**config.mk**
```make
export PLATFORM = sky130hd
export DESIGN_NAME = eia_ctrl
export DESIGN_NICKNAME = d
export VERILOG_FILES = /design/src/sv/entity_id_allocator_with_signatures_unit_macros.svh /design/src/sv/eia_pkg.sv /design/src/sv/eia_ctrl.sv
export SDC_FILE = /design/constraint.sdc
export NUM_CORES = 1
export LEC_CHECK = 0
export BUFFER_PORTS_ARGS = -buffer_cell sky130_fd_sc_hd__buf_4
export CAP_MARGIN = 30
export CORE_AREA = 4 4 41 43
export CTS_CLUSTER_DIAMETER = 80
export DETAILED_ROUTE_END_ITERATION = 6
export DIE_AREA = 0 0 45 47
export GPL_ROUTABILITY_DRIVEN = 0
export HOLD_SLACK_MARGIN = 0.03
export MAX_ROUTING_LAYER = met4
export PLACE_DENSITY_LB_ADDON = 0.25
export SYNTH_ARGS = -nofsm -noshare
export SYNTH_HDL_FRONTEND = slang
export SYNTH_SLANG_ARGS = --single-unit
export TNS_END_PERCENT = 5
```
**constraint.sdc**
```tcl
create_clock -name clk -period 1.35 [get_ports clk]
set_clock_uncertainty 0.15 [all_clocks]
set_input_delay 0.135 -clock clk [delete_from_list [all_inputs] [get_ports clk]]
set_output_delay 0.135 -clock clk [all_outputs]
set_load 0.02 [all_outputs]
```
**src/sv/entity_id_allocator_with_signatures_unit_macros.svh**
```systemverilog
// Assertion macros for the entity ID allocator.
// Used by the top level; expects clk and arst_n in scope.
`ifndef ENTITY_ID_ALLOCATOR_WITH_SIGNATURES_UNIT_MACROS_SVH
`define ENTITY_ID_ALLOCATOR_WITH_SIGNATURES_UNIT_MACROS_SVH

// Same-cycle implication, disabled during reset
`define EIA_ASSERT_IMPLIES(label, ante, cons, msg) \
	label: assert property (@(posedge clk) disable iff (!arst_n) (ante) |-> (cons)) \
		else $error(msg);

// Next-cycle implication, disabled during reset
`define EIA_ASSERT_NEXT(label, ante, cons, msg) \
	label: assert property (@(posedge clk) disable iff (!arst_n) (ante) |=> (cons)) \
		else $error(msg);

`endif

```
**src/sv/eia_pkg.sv**
```systemverilog
// Package for the entity ID allocator: sizes, codes, FSM state and
// controller/datapath command and status structs. No dependencies.
`timescale 1ns / 1ps

package eia_pkg;

	localparam int ENTITY_COUNT = 1024;
	localparam int ID_W         = $clog2(ENTITY_COUNT);
	localparam int SIG_W        = 32;
	localparam int LIVE_W       = $clog2(ENTITY_COUNT + 1);

	typedef enum logic [1:0] {
		FN_CREATE  = 2'd0,
		FN_DESTROY = 2'd1,
		FN_GET     = 2'd2,
		FN_SET     = 2'd3
	} func_t;

	typedef enum logic [1:0] {
		ST_OK        = 2'd0,
		ST_NO_FREE   = 2'd1,
		ST_NONE_LIVE = 2'd2
	} status_t;

	typedef enum logic [1:0] {
		S_CLEAR,
		S_IDLE,
		S_EXEC
	} state_t;

	typedef struct packed {
		logic clr_wr;
		logic capture;
		logic commit;
	} eia_cmd_t;

	typedef struct packed {
		logic clr_last;
		logic out_free;
	} eia_sts_t;

endpackage

```
**src/sv/eia_ctrl.sv**
```systemverilog
// Controller FSM for the entity ID allocator: clearing pass, accept, commit.
// Depends on eia_pkg.
`timescale 1ns / 1ps

module eia_ctrl (
	input  logic              clk,
	input  logic              arst_n,
	input  logic              req_valid,
	input  eia_pkg::eia_sts_t sts,
	output eia_pkg::eia_cmd_t cmd,
	output logic              req_ready,
	output eia_pkg::state_t   state
);
	import eia_pkg::*;

	state_t state_q;
	state_t state_nxt;

	// Hold state
	always_ff @(posedge clk or negedge arst_n) begin
		if (!arst_n) begin
			state_q <= S_CLEAR;
		end else begin
			state_q <= state_nxt;
		end
	end

	// Next state
	always_comb begin
		state_nxt = state_q;
		case (state_q)
			S_CLEAR: begin
				if (sts.clr_last) state_nxt = S_IDLE;
			end
			S_IDLE: begin
				if (req_valid) state_nxt = S_EXEC;
			end
			S_EXEC: begin
				if (sts.out_free) state_nxt = S_IDLE;
			end
			default: begin
				state_nxt = S_CLEAR;
			end
		endcase
	end

	// Commands to the datapath
	always_comb begin
		cmd       = '0;
		req_ready = 1'b0;
		case (state_q)
			S_CLEAR: begin
				cmd.clr_wr = 1'b1;
			end
			S_IDLE: begin
				req_ready   = 1'b1;
				cmd.capture = req_valid;
			end
			S_EXEC: begin
				cmd.commit = sts.out_free;
			end
			default: begin
				cmd = '0;
			end
		endcase
	end

	assign state = state_q;

endmodule

```
# Yosys cells after proc, flatten, opt, wreduce, memory -nomap -nowiden
# Cells that the tools add are included.
[word_totals] reg_bits=2 input_bits=5 output_inout_bits=6 elab_cells=16
[classes] eq_ne=5 muxes=8 n_reduce_logical=2
[op_table] op="$mux 2" n=3
[op_table] op="$ne 2x2->1 const B" n=3
[op_table] op="$pmux 2 s3" n=1
[op_table] op="$mux 1" n=4
[op_table] op="$reduce_and 3->1" n=1
[op_table] op="$eq 2x1->1 const B" n=1
[op_table] op="$eq 2x2->1 const B" n=1
[op_table] op="$logic_not 2->1" n=1

# Depth between registers and ports, before layout
# Gate-level depths: netlist (run 1).
[depth] depth_word=3 ltp_mapped=2

# Worst setup path after synthesis (run 1)
# No wires, ideal clock.
[synth_path] kind="register to register" startpoint="reg state_q[1], in the netlist state[1]" endpoint="reg state_q[1], in the netlist state[1]" setup_ps=124 t_arrival_ps=1027 required_ps=1076 setup_slack_ps=48 path_stages_with_launch=3 path_buffers=0 period_less_slack_ps=1302 cell_sequence="dfrtp_1 -> and3b_1 -> or2_1"
[synth_between] elab_chain_cells=3 elab_cells_between_ends=8 cone_classes="eq/ne: 5; mux: 1; reduce/logical: 2"
[synth_rtl] item="from (decl)" line="eia_ctrl.sv:16" rtl="state_t state_q;"
[synth_rtl] item="from (signal assigned)" line="eia_ctrl.sv:24" rtl="state_q <= state_nxt;"
[synth_rtl] item="$eq 2x2->1 (tied with other cells)" line="eia_ctrl.sv:31" rtl="case (state_q)"
[synth_rtl] item="$ne 2x2->1 (no line)"
[synth_rtl] item="$reduce_and 3->1 (no line)"
# Several ways; a longest one is shown, not always the timed one.
# A chain may end at the register's enable or synchronous reset.

==> results.toml, run 1 <==
[route]
wirelength_um = 418
drtAntennaViolNets = 0
viasPerCell = 3.53
drcViolationCount = 0
first_iter_violations = 0
avgRoutedWirePerCell_um = 9.72
via_count = 152
dr.pass1.iters = 1

[logic_synthesis]
synthFlopType = "dfrtp_1"
synth_commonest_cells = "2 x dfrtp_1, 2 x nor2_1"
ys_seq_elements = 2
async_reset_ff_frac = 1.00
ys_types = 10
syn_nets = 17
syn_inst = 12
avgSynthCellArea_sq_um = 9.59
synth_seq_area_share = 0.435
synth_top_area_share = 0.435
yosys.area.top_type = "dfrtp_1"
synth-edff-count = 0
yosys_warnings = 0
syn-cell-area_sq_um = 115
netlist_top_cells_area = "dfrtp_1 43%, mux2i_1 8.7%, and2b_2 7.6%"

[placed_design]
preCtsSetupSlack_ps = 197
port_buffers = 10
placedCellCount = 37

[cells_and_area]
antenna_cells = 0
fin_cells = 43
final.fill_count = 147
nNetsFinal = 35
finish.utilization = 0.208
drive_gt1_frac = 0.643
areaGrowthSynthToFinish_pct = 135
largest_register_ffs = 2

[grt]
grt_max_degree = 8
grt_pass1_wl_um = 738
grt_usage = 0.0595
grt_pass1_vias = 171
globalRoute.totalOverflow = 0
antenna_found_initial = 0

[sta]
period_share = 0.980
grt_setup_unrepaired = "true"
setup_viol = 0
min_period_ps = 1320
final_max_slew_viol_count = 0
tightestPinTransition_ps = 151
slew_headroom = 0.896
finalSetupTns_ps = 0
worst_slack_ps = 27.5
max_freq_mhz = 756
hold_violations = 0

[floorplan]
start_util = 0.0885
placementRows = 13
fp.dieW_um = 45
die-area_sq_um = 2120
boundaryPins = 11
core_sq_um = 1300
die_y_um = 47

[critical_path]
cp-end-kind = "primary output"
r2r_slack_ps = 60
critical_path_peak_fanout = 7
cp.arrival_ps = 1040
crit_type = "register to primary output"
critPathLaunchType = "register"
rr_worst_depth = 3
r2r-end = "state[1]"
r2r_start = "state[0]"
required_ps = 1070

[clocking]
clockBufferDepth = 2
numCtsBuffers = 3
clock_sinks = 2
path_clk_slew_ps = 30
clock-root-buffer = "clkbuf_4"
clk_latency_ps = 230
cts-htree-levels = 1
cts_tree = "built"

[run_status]
outcome = "finished, final reports clean"

[min_path]
hold_depth = 3
hold_end = "state[0]"
min-delay-start = "sts[1]"
worst_hold_path_type = "input port to register"

[power_and_ir_drop]
powerDensity_nw_per_um2 = 2380
ir_worst_vdd_uv = 663
leakage_nw = 0.133

[job]
cap_violations = 0
[metrics by stage]
stage	area (sq um)	hold WS (ps)	total power, W
finish	270	73.9	0.000642
global placement	209	-231	0.000456
detailed placement	209	-229	0.000464
floorplan	115	-311	0.000309
global route	270	89.7	0.000696
CTS	258	70.5	0.000622
[cell usage in the layout (no fill, tap or decap)]
cell type / Yosys / final
buf_4: 0 / 9
and2b_2: 1 / 1
or2_1: 1 / 1
nor3b_1: 1 / 1
nor2_1: 2 / 2
mux2i_1: 1 / 1
dfrtp_2: 0 / 2
inv_1: 1 / 1
nand2_1: 1 / 1
and3b_2: 0 / 1
buf_6: 0 / 2
o2bb2ai_1: 1 / 1
clkbuf_4: 0 / 3
dlygate4sd3_1: 0 / 2
[worst max-delay path, cell delays in order, from the launching register on]
cell and delay (ps):
dfrtp_2 430, and3b_2 260, buf_6 120
[layout make-up]
type | instances | area [sq um] | area share
clock buffer | 3 | 22.5 | 0.0833
multi-input combinational | 9 | 62.6 | 0.231
sequential | 2 | 52.6 | 0.194
tap | 15 | 18.8 | 0.0694
inverter | 1 | 3.75 | 0.0139
timing repair buffer | 13 | 110 | 0.407
[kinds of logic (layout without fill, tap and decap cells)]
kind of cell	Yosys count	after routing	share of synthesized area
buffers and inverters	1	17	0.0326
and+or+nand+nor	7	7	0.370
muxes	1	1	0.0870
DFF	2	2	0.435
AOI/OAI and AO/OA	1	1	0.0761
[where the power goes]
group          leakage (nW)  switching (W)  internal [W]
clock                0.0138      0.0000360     0.0000982
combinational        0.0970       0.000175      0.000188
sequential           0.0227      0.0000506     0.0000942
[what timing repair did]
action / 4_1_cts / 5_1_grt
buffers inserted: 0 / 1
resized for setup: 3 / 2
hold endpoints to repair: 3 / 0
setup endpoints to repair: 2 / 2
hold buffers: 2 / 0
[how the worst max path moves through the flow]
| stage | cells past startpoint | startpoint | end | slack [ps] |
|---|---|---|---|---|
| after floorplan | 2 | state[1] | state[1] | 50 |
| after global placement | 2 | state[1] | state[1] | 240 |
| after detailed placement | 2 | state[1] | state[1] | 200 |
| after CTS | 2 | state[0] | cmd[1] | 7 |
| after global routing | 2 | state[1] | cmd[1] | -20 |
| final | 2 | state[1] | cmd[1] | 30 |
[metal layers]
metal / track usage / routed length (um) / vias to the layer above
met5: - / 0 / -
met4: 0.0702 / 14 / 0
met3: 0.0460 / 90 / 2
met2: 0.0650 / 139 / 13
met1: 0.0590 / 173 / 64
li1: - / - / 73
No activity file was read; power rests on OpenSTA's default activity.
==> run 2: changes to the inputs <==
ABC_AREA = 1   (was default)
SLEW_MARGIN = 20   (was default)
==> run 2 against run 1 <==
Effect of this change: register-to-register slack better by 210 ps; final cell count is 14% higher; fmax is 2.7% higher; routed wire length is 6.7% lower; sequential share of layout area is 0.64 points lower; sequential cell count stayed put; first-iteration DRC count stayed put; power is 6.5% higher; clock power is 3% lower; synthesized cell count is 50% higher; clock-buffer cell count stayed put.
==> results.toml, run 2 <==
[logic_synthesis]
synth_seq_area_share = 0.417
ys_types = 9
ys_seq_elements = 2
yosys_warnings = 0
syn-cell-area_sq_um = 120
syn_nets = 23
synth_commonest_cells = "6 x inv_1, 3 x nand2_1, 2 x dfrtp_1, 2 x nand3_1"
syn_inst = 18
synth-edff-count = 0
netlist_top_cells_area = "dfrtp_1 42%, inv_1 19%, nand2_1 9.4%"
yosys.area.top_type = "dfrtp_1"
async_reset_ff_frac = 1.00
synth_top_area_share = 0.417
synthFlopType = "dfrtp_1"
avgSynthCellArea_sq_um = 6.67
synth.most_common_cell = "inv_1"

[cells_and_area]
finish.utilization = 0.210
nNetsFinal = 41
final_cell_mix = "12 x buf_4, 5 x inv_1, 3 x clkbuf_4"
drive_gt1_frac = 0.618
antenna_cells = 0
mostFrequentLayoutCell = "buf_4"
finalInstanceArea_sq_um = 273
fin_cells = 49
areaGrowthSynthToFinish_pct = 127
largest_register_ffs = 2

[critical_path]
r2r_start = "state[1]"
cp-end-kind = "primary output"
required_ps = 1070
worstPathCellList = "nor3_2 > buf_4"
critical-path-top-delay-family = "flip-flops"
crit_type = "register to primary output"
cp.arrival_ps = 1000
crit_start = "state[0]"
critPathBufInv = 1
critical_path_peak_fanout = 6
max_stage_delay_ps = 440
critPathLaunchType = "register"
critPathSlowestCell = "dfrtp_2"

[floorplan]
core_sq_um = 1300
placementRows = 13
die_y_um = 47
die-area_sq_um = 2120
boundaryPins = 11
start_util = 0.0923
fp.dieW_um = 45

[power_and_ir_drop]
power_w = 0.000685
powerDensity_nw_per_um2 = 2510
ir_worst_vdd_uv = 951
leakage_nw = 0.152

[route]
wl_met3_um = 60
avgRoutedWirePerCell_um = 7.96
wirelength_met1_um = 180
drcViolationCount = 0
drtAntennaViolNets = 0
met2_length_um = 149
first_iter_violations = 0
wirelength_um = 390
top_layer_used = "met3"
dr.pass1.iters = 1
viasPerCell = 3.24
via_count = 159

[grt]
globalRoute.totalOverflow = 0
grt_usage = 0.0441
grt_pass1_vias = 158
grt_max_degree = 7
grt_pass1_wl_um = 586
antenna_found_initial = 0

[clocking]
clock-root-buffer = "clkbuf_4"
clockBufferDepth = 2
numCtsBuffers = 3
path_clk_slew_ps = 30
cts-htree-levels = 1
clk_latency_ps = 220
clock_sinks = 2
cts_tree = "built"

[sta]
period_share = 0.954
slew_headroom = 0.885
hold_violations = 0
holdWs_ps = 82.2
min_period_ps = 1290
tightestPinTransition_ps = 171
max_freq_mhz = 776
setup_viol = 0
final_max_slew_viol_count = 0

[run_status]
outcome = "finished, final reports clean"

[placed_design]
place_area_sq_um = 219
port_buffers = 10
dpl.hpwl_um = 292
placedCellCount = 43

[job]
cap_violations = 0

[min_path]
worst_hold_path_type = "input port to asynchronous set/reset pin"
[run 2: cell type report]
type                            count  area, sq um
Clock buffer                        3         22.5
Fill cell                         162         1030
Inverter                            6         22.5
Multi-Input combinational cell     10         57.6
Sequential cell                     2         51.3
Tap cell                           15         18.8
Timing Repair Buffer               13          100
[run 2: what timing repair did]
| action | in CTS | in global routing |
|---|---|---|
| endpoints found under the setup margin | 1 | 3 |
| setup buffers | 0 | 2 |
| endpoints found under the hold margin | 2 | 0 |
| hold buffers | 1 | 0 |
| pin swaps | 0 | 1 |
| gates resized for setup | 1 | 3 |
[run 2: cell families after synthesis]
kind of cell    count (synthesis)  synth area share
compound gates                  1            0.0416
buf+inv                         6             0.187
simple gates                    9             0.354
flops                           2             0.417
[run 2: through the flow]
| step | setup WS [ps] | setup TNS (ps) |
|---|---|---|
| final | 61.8 | 0 |
| after global routing | -3.61 | -3.61 |
| after CTS | 1.68 | 0 |
| after detailed placement | 222 | 0 |
| after floorplan | 98.4 | 0 |
| after global placement | 208 | 0 |
[run 2: layer usage]
| layer | track usage | up-vias |
|---|---|---|
| met2 | 0.0480 | 9 |
| met1 | 0.0547 | 62 |
| li1 | - | 88 |
| met4 | 0.0526 | 0 |
| met5 | - | - |
| met3 | 0.0153 | 0 |
[run 2: worst reg2reg max path: stages, from the launching register on]
cell and delay, ps:
dfrtp_1 390, buf_4 150, nor2_2 80, nand2_1 60, nand4_1 80, nand2_1 50
[run 2: path summary, 6_finish.rpt]
kind	slack [ps]	endpoint	cells past startpoint
max reg2reg	270	state[0]	5
max in group asynchronous	870	state[0]	2
min in group clk	100	state[0]	4
min reg2reg	470	state[0]	3
min	80	state[0]	2
max	60	cmd[0]	2
[run 2: power by group]
part / leakage (nW) / switching [W] / internal [W]
Combinational: 0.115 / 0.000229 / 0.000190
Clock: 0.0138 / 0.0000317 / 0.0000979
Sequential: 0.0238 / 0.0000431 / 0.0000931
==> run 3: changes to the inputs <==
CORE_AREA = 2 2 39 41   (was 4 4 41 43)
DIE_AREA = 0 0 41 43   (was 0 0 45 47)
REMOVE_ABC_BUFFERS = 1   (was default)
==> run 3 against run 2 <==
Effect of this change: first-iteration DRC count grew 7; sequential power shrank 5%; power shrank 1.1%; clock power grew 4%; worst setup slack lost 24 ps; die area shrank 17%; largest power group unchanged; highest routed layer is now met4.
==> results.toml, run 3 (same netlist as run 2, synthesis figures left out) <==
[grt]
globalRoute.totalOverflow = 0
grt_usage = 0.0577
grt_pass1_wl_um = 558
grt_pass1_vias = 139
antenna_found_initial = 0
grt_max_degree = 7

[critical_path]
critical-path-top-delay-family = "flip-flops"
cp.arrival_ps = 1030
critPathLaunchType = "register"
crit_type = "register to primary output"
critical_path_peak_fanout = 6
cp-end-kind = "primary output"
critPathSlowestCell = "dfrtp_2"
max_stage_delay_ps = 430
worstPathCellList = "nor3_1 > buf_4"
required_ps = 1070
critPathBufInv = 1

[power_and_ir_drop]
leakage_nw = 0.148
powerDensity_nw_per_um2 = 2580
ir_worst_vdd_uv = 744

[placed_design]
dpl.hpwl_um = 275
preCtsSetupSlack_ps = 228
place_area_sq_um = 215
port_buffers = 10

[floorplan]
die_y_um = 43
die-area_sq_um = 1760
fp.dieW_um = 41
placementRows = 14
boundaryPins = 11
start_util = 0.0868
core_sq_um = 1380

[sta]
min_period_ps = 1310
final_max_slew_viol_count = 0
period_share = 0.972
max_freq_mhz = 762
setup_viol = 0
slew_headroom = 0.894
holdWs_ps = 70.0
grt_setup_unrepaired = "false"
tightestPinTransition_ps = 158
worst_slack_ps = 37.7
hold_violations = 0

[job]
cap_violations = 0

[cells_and_area]
antenna_cells = 0
largest_register_ffs = 2
final.fill_count = 156
mostFrequentLayoutCell = "buf_4"
nNetsFinal = 40
finalInstanceArea_sq_um = 263
final_cell_mix = "10 x buf_4, 5 x inv_1, 3 x clkbuf_4"
areaGrowthSynthToFinish_pct = 119
drive_gt1_frac = 0.545

[clocking]
numCtsBuffers = 3
clockBufferDepth = 2
clock_sinks = 2
clock-root-buffer = "clkbuf_4"
path_clk_slew_ps = 30
cts-htree-levels = 1
cts_tree = "built"
clk_latency_ps = 230

[route]
wirelength_met1_um = 193
wl_met3_um = 61
wirelength_um = 396
first_iter_violations = 7
dr.pass1.iters = 2
viasPerCell = 3.35
avgRoutedWirePerCell_um = 8.08
drtAntennaViolNets = 0
drcViolationCount = 0
top_layer_used = "met4"
via_count = 164
met2_length_um = 125

[run_status]
outcome = "finished, final reports clean"

[min_path]
worst_hold_path_type = "input port to register"
==> run 3: through the flow <==
step / setup TNS [ps] / cells / utilization / power [W]
floorplan: -16.8 / 18 / - / 0.000330
global placement: 0 / 44 / 0.156 / 0.000493
detailed placement: 0 / 44 / 0.156 / 0.000486
CTS: 0 / 48 / 0.179 / 0.000636
global route: 0 / 49 / 0.190 / 0.000731
finish: 0 / 49 / 0.190 / 0.000677
==> run 3: power by group <==
group	total [W]	leakage, nW	internal [W]	switching, W
Clock	0.000135	0.0138	0.0000983	0.0000370
Combinational	0.000413	0.110	0.000182	0.000231
Sequential	0.000129	0.0238	0.0000930	0.0000358
==> run 3: worst paths after layout <==
kind,slack [ps],endpoint,startpoint,cells past startpoint
setup / recovery,40,cmd[0],state[0],2
hold / removal,70,state[1],req_valid,3
setup reg to reg,220,state[0],state[1],5
hold reg to reg,430,state[0],state[1],3
max in group asynchronous,860,state[0],arst_n,2
min in group asynchronous,90,state[0],arst_n,2
==> run 3: tightest hold or removal path, cell delays in order <==
cell and delay (ps):
buf_4 70, inv_1 50, o21ai_0 150
==> run 3: layout make-up <==
cell class                 instances  area (sq um)  share of cell area
timing repair buffer              12          96.3               0.367
sequential                         2          51.3               0.195
multi-input combinational         10          50.0               0.190
clock buffer                       3          22.5              0.0857
inverter                           6          22.5              0.0857
tap                               16          20.0              0.0762
==> run 3: what timing repair did <==
action,in CTS,in global routing
hold buffers,1,0
setup endpoints to repair,1,3
gates resized for setup,1,3
buffers inserted,0,1
hold endpoints to repair,2,0
==> run 3: metal layers <==
layer	global-route usage	up-vias
met3	0.0366	2
li1	-	84
met1	0.0645	65
met5	-	-
met2	0.0438	13
met4	0.100	0
